`src/rtl/core/i2cst_pkg.sv`:
```
// Types, status codes and constants of the I2C slave transceiver.
package i2cst_pkg;

	localparam int BUFFER_DEPTH_DEF = 16;
	localparam int ADDR_W_MAX       = 8;
	localparam int CFG_W            = 5;

	// slave status codes, low three bits ignored
	localparam logic [7:0] SC_TX_ADDR_ACK      = 8'hA8;
	localparam logic [7:0] SC_TX_DATA_ACK      = 8'hB8;
	localparam logic [7:0] SC_TX_DATA_NACK     = 8'hC0;
	localparam logic [7:0] SC_TX_LAST_DATA     = 8'hC8;
	localparam logic [7:0] SC_RX_ADDR_ACK      = 8'h60;
	localparam logic [7:0] SC_RX_GEN_ACK       = 8'h70;
	localparam logic [7:0] SC_RX_DATA_ACK      = 8'h80;
	localparam logic [7:0] SC_RX_DATA_NACK     = 8'h88;
	localparam logic [7:0] SC_RX_GEN_DATA_ACK  = 8'h90;
	localparam logic [7:0] SC_RX_GEN_DATA_NACK = 8'h98;
	localparam logic [7:0] SC_RX_STOP          = 8'hA0;
	localparam logic [7:0] SC_BUS_FAULT        = 8'h00;

	typedef enum logic [1:0] {
		KIND_BUS   = 2'd0,
		KIND_WRITE = 2'd1,
		KIND_READ  = 2'd2,
		KIND_START = 2'd3
	} kind_t;

	typedef enum logic [1:0] {
		ACT_RESUME = 2'd0,
		ACT_STOP   = 2'd1,
		ACT_NONE   = 2'd2
	} act_t;

	typedef struct packed {
		logic [1:0] kind;
		logic [7:0] status_code;
		logic [7:0] rx_byte;
		logic [3:0] buf_index;
		logic [7:0] buf_value;
		logic       final_read;
		logic       with_data;
	} in_word_t;

	typedef struct packed {
		logic [7:0] tx_byte;
		logic [1:0] bus_action;
		logic       busy_flag;
		logic       success_flag;
		logic       rx_pending_flag;
		logic       general_call_flag;
		logic [7:0] read_byte;
	} out_word_t;

	typedef struct packed {
		logic                  rd_en;
		logic [ADDR_W_MAX-1:0] rd_addr;
		logic                  wr_en;
		logic [ADDR_W_MAX-1:0] wr_addr;
		logic [7:0]            wr_data;
	} buf_req_t;

	typedef struct packed {
		act_t act;
		logic busy;
		logic ok;
		logic rxp;
		logic gc;
		logic tx_sel;
		logic rd_sel;
	} meta_t;

endpackage

```
`src/rtl/core/i2cst_ifs.sv`:
```
// Valid/ready channel interfaces for input and result words.
interface i2cst_in_if;
	logic                 valid;
	logic                 ready;
	i2cst_pkg::in_word_t  data;

	modport source (output valid, output data, input ready);
	modport sink (input valid, input data, output ready);
endinterface

interface i2cst_out_if;
	logic                 valid;
	logic                 ready;
	i2cst_pkg::out_word_t data;

	modport source (output valid, output data, input ready);
	modport sink (input valid, input data, output ready);
endinterface

```
`src/rtl/core/i2cst_buf.sv`:
```
// Shared byte buffer: one write and one registered read per cycle.
module i2cst_buf #(
	parameter int BUFFER_DEPTH = i2cst_pkg::BUFFER_DEPTH_DEF
) (
	input  logic                clk,
	input  i2cst_pkg::buf_req_t req,
	output logic [7:0]          rdata_q
);
	localparam int AW = (BUFFER_DEPTH > 1) ? $clog2(BUFFER_DEPTH) : 1;

	logic [7:0] mem [BUFFER_DEPTH];

	always_ff @(posedge clk) begin
		if (req.wr_en) begin
			mem[req.wr_addr[AW-1:0]] <= req.wr_data;
		end
		if (req.rd_en) begin
			rdata_q <= mem[req.rd_addr[AW-1:0]];
		end
	end

endmodule

```
`src/rtl/core/i2cst_ctrl.sv`:
```
// Event decode, pointer and flag state, size register and buffer requests.
module i2cst_ctrl #(
	parameter int BUFFER_DEPTH = i2cst_pkg::BUFFER_DEPTH_DEF
) (
	input  logic                            clk,
	input  logic                            arst_n,
	input  logic                            cfg_we,
	input  logic [i2cst_pkg::CFG_W-1:0]     cfg_wdata,
	input  logic                            accept,
	input  i2cst_pkg::in_word_t             item,
	output i2cst_pkg::buf_req_t             req,
	output i2cst_pkg::meta_t                meta
);
	localparam int PTR_W = $clog2(BUFFER_DEPTH + 1);
	localparam int AW    = (BUFFER_DEPTH > 1) ? $clog2(BUFFER_DEPTH) : 1;
	localparam int AWM   = i2cst_pkg::ADDR_W_MAX;
	localparam int CMP_W = (PTR_W > i2cst_pkg::CFG_W) ? PTR_W : i2cst_pkg::CFG_W;
	localparam int IDX_W = (PTR_W > 4) ? PTR_W : 4;
	localparam logic [PTR_W-1:0] DEPTH_P = PTR_W'(BUFFER_DEPTH);
	localparam logic [IDX_W-1:0] DEPTH_I = IDX_W'(BUFFER_DEPTH);

	logic [i2cst_pkg::CFG_W-1:0] tx_size_q;
	logic [PTR_W-1:0]            ptr_q, ptr_d, p_sel;
	logic                        busy_q, busy_d;
	logic                        ok_q, ok_d;
	logic                        rxp_q, rxp_d;
	logic                        gc_q, gc_d;
	logic                        on_q, on_d;
	logic [7:0]                  code;
	logic                        ptr_lt, p_lt, idx_lt;
	logic                        rd_hit, wr_hit;

	assign code   = {item.status_code[7:3], 3'b000};
	assign ptr_lt = ptr_q < DEPTH_P;
	assign idx_lt = IDX_W'(item.buf_index) < DEPTH_I;
	assign p_sel  = (code == i2cst_pkg::SC_TX_ADDR_ACK) ? '0 : ptr_q;
	assign p_lt   = p_sel < DEPTH_P;

	always_comb begin
		ptr_d       = ptr_q;
		busy_d      = busy_q;
		ok_d        = ok_q;
		rxp_d       = rxp_q;
		gc_d        = gc_q;
		on_d        = on_q;
		rd_hit      = 1'b0;
		wr_hit      = 1'b0;
		req.rd_addr = '0;
		req.wr_addr = '0;
		req.wr_data = item.buf_value;
		meta.act    = i2cst_pkg::ACT_NONE;
		meta.tx_sel = 1'b0;
		meta.rd_sel = 1'b0;
		case (i2cst_pkg::kind_t'(item.kind))
			i2cst_pkg::KIND_BUS: begin
				if (on_q) begin
					meta.act = i2cst_pkg::ACT_RESUME;
					case (code)
						i2cst_pkg::SC_TX_ADDR_ACK, i2cst_pkg::SC_TX_DATA_ACK: begin
							rd_hit      = p_lt;
							meta.tx_sel = p_lt;
							req.rd_addr = AWM'(p_sel[AW-1:0]);
							ptr_d       = p_lt ? p_sel + PTR_W'(1) : p_sel;
							busy_d      = 1'b1;
						end
						i2cst_pkg::SC_TX_DATA_NACK: begin
							if (CMP_W'(ptr_q) == CMP_W'(tx_size_q)) begin
								ok_d = 1'b1;
							end
							busy_d = 1'b0;
						end
						i2cst_pkg::SC_RX_GEN_ACK, i2cst_pkg::SC_RX_ADDR_ACK: begin
							if (code == i2cst_pkg::SC_RX_GEN_ACK) begin
								gc_d = 1'b1;
							end
							rxp_d  = 1'b1;
							ptr_d  = '0;
							busy_d = 1'b1;
						end
						i2cst_pkg::SC_RX_GEN_DATA_ACK, i2cst_pkg::SC_RX_DATA_ACK: begin
							wr_hit      = ptr_lt;
							req.wr_addr = AWM'(ptr_q[AW-1:0]);
							req.wr_data = item.rx_byte;
							ptr_d       = ptr_lt ? ptr_q + PTR_W'(1) : ptr_q;
							ok_d        = 1'b1;
							busy_d      = 1'b1;
						end
						i2cst_pkg::SC_RX_STOP: begin
							busy_d = 1'b0;
						end
						i2cst_pkg::SC_RX_DATA_NACK, i2cst_pkg::SC_RX_GEN_DATA_NACK,
						i2cst_pkg::SC_TX_LAST_DATA, i2cst_pkg::SC_BUS_FAULT: begin
							meta.act = i2cst_pkg::ACT_STOP;
							on_d     = 1'b0;
						end
						default: begin
						end
					endcase
				end
			end
			i2cst_pkg::KIND_WRITE: begin
				wr_hit      = idx_lt;
				req.wr_addr = AWM'(item.buf_index);
			end
			i2cst_pkg::KIND_READ: begin
				if (ok_q) begin
					rd_hit      = idx_lt;
					meta.rd_sel = idx_lt;
					req.rd_addr = AWM'(item.buf_index);
					if (item.final_read) begin
						rxp_d = 1'b0;
					end
				end
			end
			i2cst_pkg::KIND_START: begin
				ok_d     = 1'b0;
				rxp_d    = 1'b0;
				gc_d     = 1'b0;
				on_d     = 1'b1;
				busy_d   = item.with_data;
				meta.act = i2cst_pkg::ACT_RESUME;
			end
			default: begin
			end
		endcase
		req.rd_en = rd_hit & accept;
		req.wr_en = wr_hit & accept;
		meta.busy = busy_d;
		meta.ok   = ok_d;
		meta.rxp  = rxp_d;
		meta.gc   = gc_d;
	end

	always_ff @(posedge clk or negedge arst_n) begin
		if (!arst_n) begin
			tx_size_q <= '0;
		end else if (cfg_we) begin
			tx_size_q <= cfg_wdata;
		end
	end

	always_ff @(posedge clk or negedge arst_n) begin
		if (!arst_n) begin
			ptr_q  <= '0;
			busy_q <= 1'b0;
			ok_q   <= 1'b0;
			rxp_q  <= 1'b0;
			gc_q   <= 1'b0;
			on_q   <= 1'b1;
		end else if (accept) begin
			ptr_q  <= ptr_d;
			busy_q <= busy_d;
			ok_q   <= ok_d;
			rxp_q  <= rxp_d;
			gc_q   <= gc_d;
			on_q   <= on_d;
		end
	end

endmodule

```
`src/rtl/core/i2cst_resp.sv`:
```
// Result stage and output register with valid/ready flow control.
module i2cst_resp (
	input  logic                 clk,
	input  logic                 arst_n,
	input  logic                 accept,
	input  i2cst_pkg::meta_t     meta,
	input  logic [7:0]           rdata,
	output logic                 ready,
	output logic                 out_valid,
	input  logic                 out_ready,
	output i2cst_pkg::out_word_t out_data
);
	logic                 valid_s1;
	i2cst_pkg::meta_t     meta_s1;
	logic                 valid_s2;
	i2cst_pkg::out_word_t data_s2;
	logic                 s2_free;
	logic                 adv_s1;

	assign s2_free   = !valid_s2 || out_ready;
	assign adv_s1    = valid_s1 && s2_free;
	assign ready     = !valid_s1 || s2_free;
	assign out_valid = valid_s2;
	assign out_data  = data_s2;

	always_ff @(posedge clk or negedge arst_n) begin
		if (!arst_n) begin
			valid_s1 <= 1'b0;
			valid_s2 <= 1'b0;
		end else begin
			if (accept) begin
				valid_s1 <= 1'b1;
			end else if (adv_s1) begin
				valid_s1 <= 1'b0;
			end
			if (adv_s1) begin
				valid_s2 <= 1'b1;
			end else if (out_ready) begin
				valid_s2 <= 1'b0;
			end
		end
	end

	always_ff @(posedge clk) begin
		if (accept) begin
			meta_s1 <= meta;
		end
		if (adv_s1) begin
			data_s2.tx_byte           <= meta_s1.tx_sel ? rdata : 8'd0;
			data_s2.bus_action        <= meta_s1.act;
			data_s2.busy_flag         <= meta_s1.busy;
			data_s2.success_flag      <= meta_s1.ok;
			data_s2.rx_pending_flag   <= meta_s1.rxp;
			data_s2.general_call_flag <= meta_s1.gc;
			data_s2.read_byte         <= meta_s1.rd_sel ? rdata : 8'd0;
		end
	end

endmodule

```
`src/rtl/core/i2c_slave_transceiver.sv`:
```
// I2C slave transceiver event handler: top level.
// State update and buffer access happen in the cycle a word is accepted; its result
// passes stage 1, then the output register; one word per cycle unless output stalls.
// The buffer memory has one write and one read port, used at most once per word.
// Reset clears pointer, flags and size register and enables the interface.
// Buffer contents are undefined until written.
module i2c_slave_transceiver #(
	parameter int BUFFER_DEPTH = i2cst_pkg::BUFFER_DEPTH_DEF
) (
	input  logic                        clk,
	input  logic                        arst_n,
	input  logic                        cfg_we,
	input  logic [i2cst_pkg::CFG_W-1:0] cfg_wdata,
	i2cst_in_if.sink                    item,
	i2cst_out_if.source                 result
);
	logic                accept;
	logic                ready;
	i2cst_pkg::buf_req_t req;
	i2cst_pkg::meta_t    meta;
	logic [7:0]          rdata;

	assign item.ready = ready;
	assign accept     = item.valid && ready;

	i2cst_ctrl #(
		.BUFFER_DEPTH (BUFFER_DEPTH)
	) u_ctrl (
		.clk       (clk),
		.arst_n    (arst_n),
		.cfg_we    (cfg_we),
		.cfg_wdata (cfg_wdata),
		.accept    (accept),
		.item      (item.data),
		.req       (req),
		.meta      (meta)
	);

	i2cst_buf #(
		.BUFFER_DEPTH (BUFFER_DEPTH)
	) u_buf (
		.clk     (clk),
		.req     (req),
		.rdata_q (rdata)
	);

	i2cst_resp u_resp (
		.clk       (clk),
		.arst_n    (arst_n),
		.accept    (accept),
		.meta      (meta),
		.rdata     (rdata),
		.ready     (ready),
		.out_valid (result.valid),
		.out_ready (result.ready),
		.out_data  (result.data)
	);

endmodule

```
`src/flat_wrapper.sv`:
```
// flat-port wrapper written by rule: the top's interface ports become plain ports
module i2c_slave_transceiver_flat 
#(
	parameter int BUFFER_DEPTH = i2cst_pkg::BUFFER_DEPTH_DEF
)
  (clk, arst_n, cfg_we, cfg_wdata, item_valid, item_data, item_ready, result_valid, result_data, result_ready);
  i2cst_in_if item_i ();
  i2cst_out_if result_i ();
  input  logic clk;
  input  logic arst_n;
  input  logic cfg_we;
  input  logic [i2cst_pkg::CFG_W-1:0] cfg_wdata;
  input wire logic [$bits(item_i.valid)-1:0] item_valid;
  input wire logic [$bits(item_i.data)-1:0] item_data;
  output wire logic [$bits(item_i.ready)-1:0] item_ready;
  output wire logic [$bits(result_i.valid)-1:0] result_valid;
  output wire logic [$bits(result_i.data)-1:0] result_data;
  input wire logic [$bits(result_i.ready)-1:0] result_ready;
  assign item_i.valid = item_valid;
  assign item_i.data = item_data;
  assign item_ready = item_i.ready;
  assign result_valid = result_i.valid;
  assign result_data = result_i.data;
  assign result_i.ready = result_ready;
  i2c_slave_transceiver #(.BUFFER_DEPTH(BUFFER_DEPTH)) u_core (.clk(clk), .arst_n(arst_n), .cfg_we(cfg_we), .cfg_wdata(cfg_wdata), .item(item_i), .result(result_i));
endmodule
```
`config.mk`:
```
export PLATFORM = sky130hd
export DESIGN_NAME = i2c_slave_transceiver_flat
export DESIGN_NICKNAME = d
export VERILOG_FILES = /design/src/rtl/core/i2cst_pkg.sv /design/src/rtl/core/i2cst_ifs.sv /design/src/rtl/core/i2cst_buf.sv /design/src/rtl/core/i2cst_ctrl.sv /design/src/rtl/core/i2cst_resp.sv /design/src/rtl/core/i2c_slave_transceiver.sv /design/src/flat_wrapper.sv
export SDC_FILE = /design/constraint.sdc
export NUM_CORES = 1
export LEC_CHECK = 0
export ABC_AREA = 1
export BUFFER_PORTS_ARGS = -buffer_cell sky130_fd_sc_hd__buf_2
export CORE_MARGIN = 2
export CORE_UTILIZATION = 33
export CTS_BUF_LIST = sky130_fd_sc_hd__clkbuf_4 sky130_fd_sc_hd__clkbuf_8
export DETAILED_ROUTE_END_ITERATION = 10
export PLACE_DENSITY_LB_ADDON = 0.2
export SYNTH_ARGS = -nofsm -noshare
export SYNTH_HDL_FRONTEND = slang
export SYNTH_HIERARCHICAL = 1
export SYNTH_SLANG_ARGS = --single-unit
```
`constraint.sdc`:
```
create_clock -name clk -period 2.8 [get_ports clk]
set_clock_uncertainty 0.05 [all_clocks]
set_input_delay 0.56 -clock clk [delete_from_list [all_inputs] [get_ports clk]]
set_output_delay 0.56 -clock clk [all_outputs]
set_load 0.02 [all_outputs]
```
==> results.py <==
metrics = {
    "grt": {
        "gr-total-overflow": 0,
        "grt_max_degree": 36,
        "track_usage_pct": 15.5,
        "grt_pass1_wl_mm": 30.7,
        "grt_pass1_vias": 5478,
        "antenna_found_initial": 0,
    },
    "floorplan": {
        "rows": 58,
        "die_height_um": 164,
        "dieArea_um2": 26900,
        "core-area_um2": 25200,
        "die_x_um": 164,
        "boundaryPins": 66,
        "start_util_pct": 33.6,
    },
    "job": {
        "cap_violations": 0,
    },
    "sta": {
        "report.final.slew_viol_count": 0,
        "hold_viol_final": 0,
        "finalCritPeriodShare_pct": 85.5,
        "tns_ns": 0,
        "whs_ns": 0.256,
        "relSlewSlack_pct": 70.7,
        "rsz0062_at_grt": "false",
        "setup_slack_ns": 0.406,
        "max_clock_freq_mhz": 418,
        "period_minus_slack_ns": 2.39,
        "worst_slew_pin_slew_ns": 0.439,
        "setup_viol": 0,
    },
    "placement": {
        "port_buffers": 62,
        "dp.cells": 1266,
        "post-place-ws_ns": 0.0734,
        "dp_hpwl_mm": 12.8,
        "gp_congestion": 0.792,
    },
    "setup_path": {
        "cpPeakStageDelay_ns": 0.55,
        "crit_type": "flip-flop to flip-flop",
        "arrival_ns": 2.66,
        "path_cells": "nand2_1 -> nor2_2 -> inv_1 -> o22ai_1 -> buf_4 -> inv_1 -> buf_12 -> nand3_1 -> nand3_1 -> nand2_1",
        "cp_max_fo": 17,
        "worst_r2r_endpoint": "u_core/u_buf/rdata_q[7]",
        "start_kind": "flip-flop",
        "reg2reg_depth": 10,
        "cp-end-kind": "flip-flop",
        "cp.required_ns": 3.07,
        "slowest_stage": "dfstp_2",
        "ff2ff_setup_slack_ns": 0.41,
        "r2r_start": "u_core/u_ctrl/on_q",
    },
    "yosys": {
        "synth_area_per_cell_um2": 9.81,
        "yosysWarnings": 6,
        "syn_inst": 862,
        "synth_nets": 910,
        "synth_area_um2": 8460,
    },
    "final_layout": {
        "nets": 1004,
        "syn_to_final_growth_pct": 16.1,
        "multiInputGateArea_um2": 2230,
        "fin_cells": 1299,
        "drive_above_1_share_pct": 17.1,
        "n_antenna_cell": 0,
        "seqCellArea_um2": 5410,
        "n_fill_cell": 2499,
    },
    "route": {
        "detail_route.iter0.violations": 474,
        "routed_via_density": 4.41,
        "drc": 0,
        "drtPass1Iterations": 5,
        "drt_wl_total_mm": 19.5,
        "wl_per_cell_um": 15.0,
        "ant_nets": 0,
        "vias": 5726,
    },
    "power": {
        "p_total_mw": 5.75,
        "comb_power_share_pct": 11.4,
        "p_int_mw": 4.26,
        "p_switching_mw": 1.49,
        "power_density_nw_per_um2": 586,
        "irDropWorstVdd_v": 0.000265,
        "p_leak_nw": 4.40,
        "swShare_pct": 25.9,
        "clockPowerShare_pct": 33.8,
        "pwr-share-seq_pct": 54.9,
    },
    "cts": {
        "cts_root_buf": "clkbuf_8",
        "cts-resized-gates": 0,
        "clock_sinks": 183,
        "numCtsBuffers": 17,
        "cts_tree": "done",
        "cts_setup_buffers": 0,
        "cts_buffer_depth": 2,
        "cts_max_level": 4,
        "hold_buffers": 1,
        "clk_pin_slew_worst_paths_ns": 0.09,
        "clock_latency_ns": 0.47,
    },
    "worst_hold_path": {
        "hold_path_end": "u_core/u_ctrl/tx_size_q[4]",
        "holdPathStages": 3,
        "hp-class": "input pin to flip-flop",
        "hp-start": "cfg_wdata[4]",
    },
    "status": {
        "status": "finished, final reports clean",
    },
}
==> routing by layer <==
metal	vias up	share of wire (%)	track usage, %
met5	-	0	0
met4	0	1.4	5.26
met3	16	5.1	3.11
met2	129	47	24.8
met1	2641	46	21.2
li1	2940	-	-
==> registers in the layout (all words and copies together) (netlist names) <==
| register | count |
|---|---|
| u_core/u_ctrl/ptr_q | 5 |
| u_core/u_resp/meta_s1 | 8 |
| u_core/u_buf/mem | 128 |
| u_core/u_resp/out_data | 22 |
| u_core/u_ctrl/on_q | 1 |
| u_core/u_ctrl/rxp_q | 1 |
| u_core/u_resp/valid_s1 | 1 |
| u_core/u_ctrl/busy_q | 1 |
| u_core/u_ctrl/tx_size_q | 5 |
| u_core/u_ctrl/ok_q | 1 |
| u_core/u_buf/rdata_q | 8 |
| u_core/u_resp/out_valid | 1 |
| u_core/u_ctrl/gc_q | 1 |
==> cells in the final DEF (no fill, tap or decap), drive strengths merged <==
master,count
nand2,277
edfxtp,166
inv,164
nand3,112
buf,107
nor2,43
clkbuf,20
o21ai,18
dfrtp,16
a21oi,10
ha,6
o22ai,6
clkinv,4
bufinv,3
nand3b,3
clkinvlp,2
nor3,2
dlygate4sd3,1
nand4,1
o21bai,1
a32oi,1
o32ai,1
a21boi,1
o31ai,1
mux2,1
xor2,1
dfstp,1
==> worst max-delay path, delay by kind of cell, from the launching register on <==
family,cells,cell delay [ns]
DFF,1,0.55
and+or+nand+nor,5,0.81
AOI/OAI and AO/OA,1,0.15
buffers and inverters,4,0.67
==> area by class of cell <==
| cell class | count | share of cell area (%) |
|---|---|---|
| multi-input cells | 485 | 22.7 |
| well taps | 330 | 4.20 |
| clock inverters | 12 | 1.68 |
| repair buffers | 108 | 7.34 |
| flip-flops and latches | 183 | 55.1 |
| inverters | 161 | 6.21 |
| clock buffers | 20 | 2.74 |
==> how the worst max path moves through the flow <==
| stage | to | depth (start not counted) | from |
|---|---|---|---|
| finish | u_core/u_buf/rdata_q[7] | 10 | u_core/u_ctrl/on_q |
| global route | u_core/u_buf/rdata_q[7] | 12 | u_core/u_ctrl/on_q |
| CTS | u_core/u_buf/rdata_q[7] | 12 | u_core/u_ctrl/on_q |
| detailed placement | u_core/u_buf/rdata_q[7] | 15 | item_data[30] |
| global placement | u_core/u_buf/rdata_q[7] | 15 | item_data[30] |
| floorplan | u_core/u_buf/mem[12][0] | 8 | result_ready |
==> through the flow <==
stage          utilization (%)  area (µm²)
3_3_place_gp              37.2        9380
6_report                  39.0        9820
4_1_cts                   39.0        9820
3_5_place_dp              37.2        9380
5_1_grt                   39.0        9820
2_1_floorplan                -        8460
==> power by group through the flow <==
stage | Clock [mW] | Sequential [mW] | Combinational [mW]
4_1_cts | 1.99 | 3.16 | 0.659
3_3_place_gp | 0 | 3.22 | 0.650
3_5_place_dp | 0 | 3.22 | 0.657
6_report | 1.94 | 3.16 | 0.653
5_1_grt | 2.09 | 3.17 | 0.747
2_1_floorplan | 0 | 3.24 | 0.401
(Power assumes the default switching activity.)
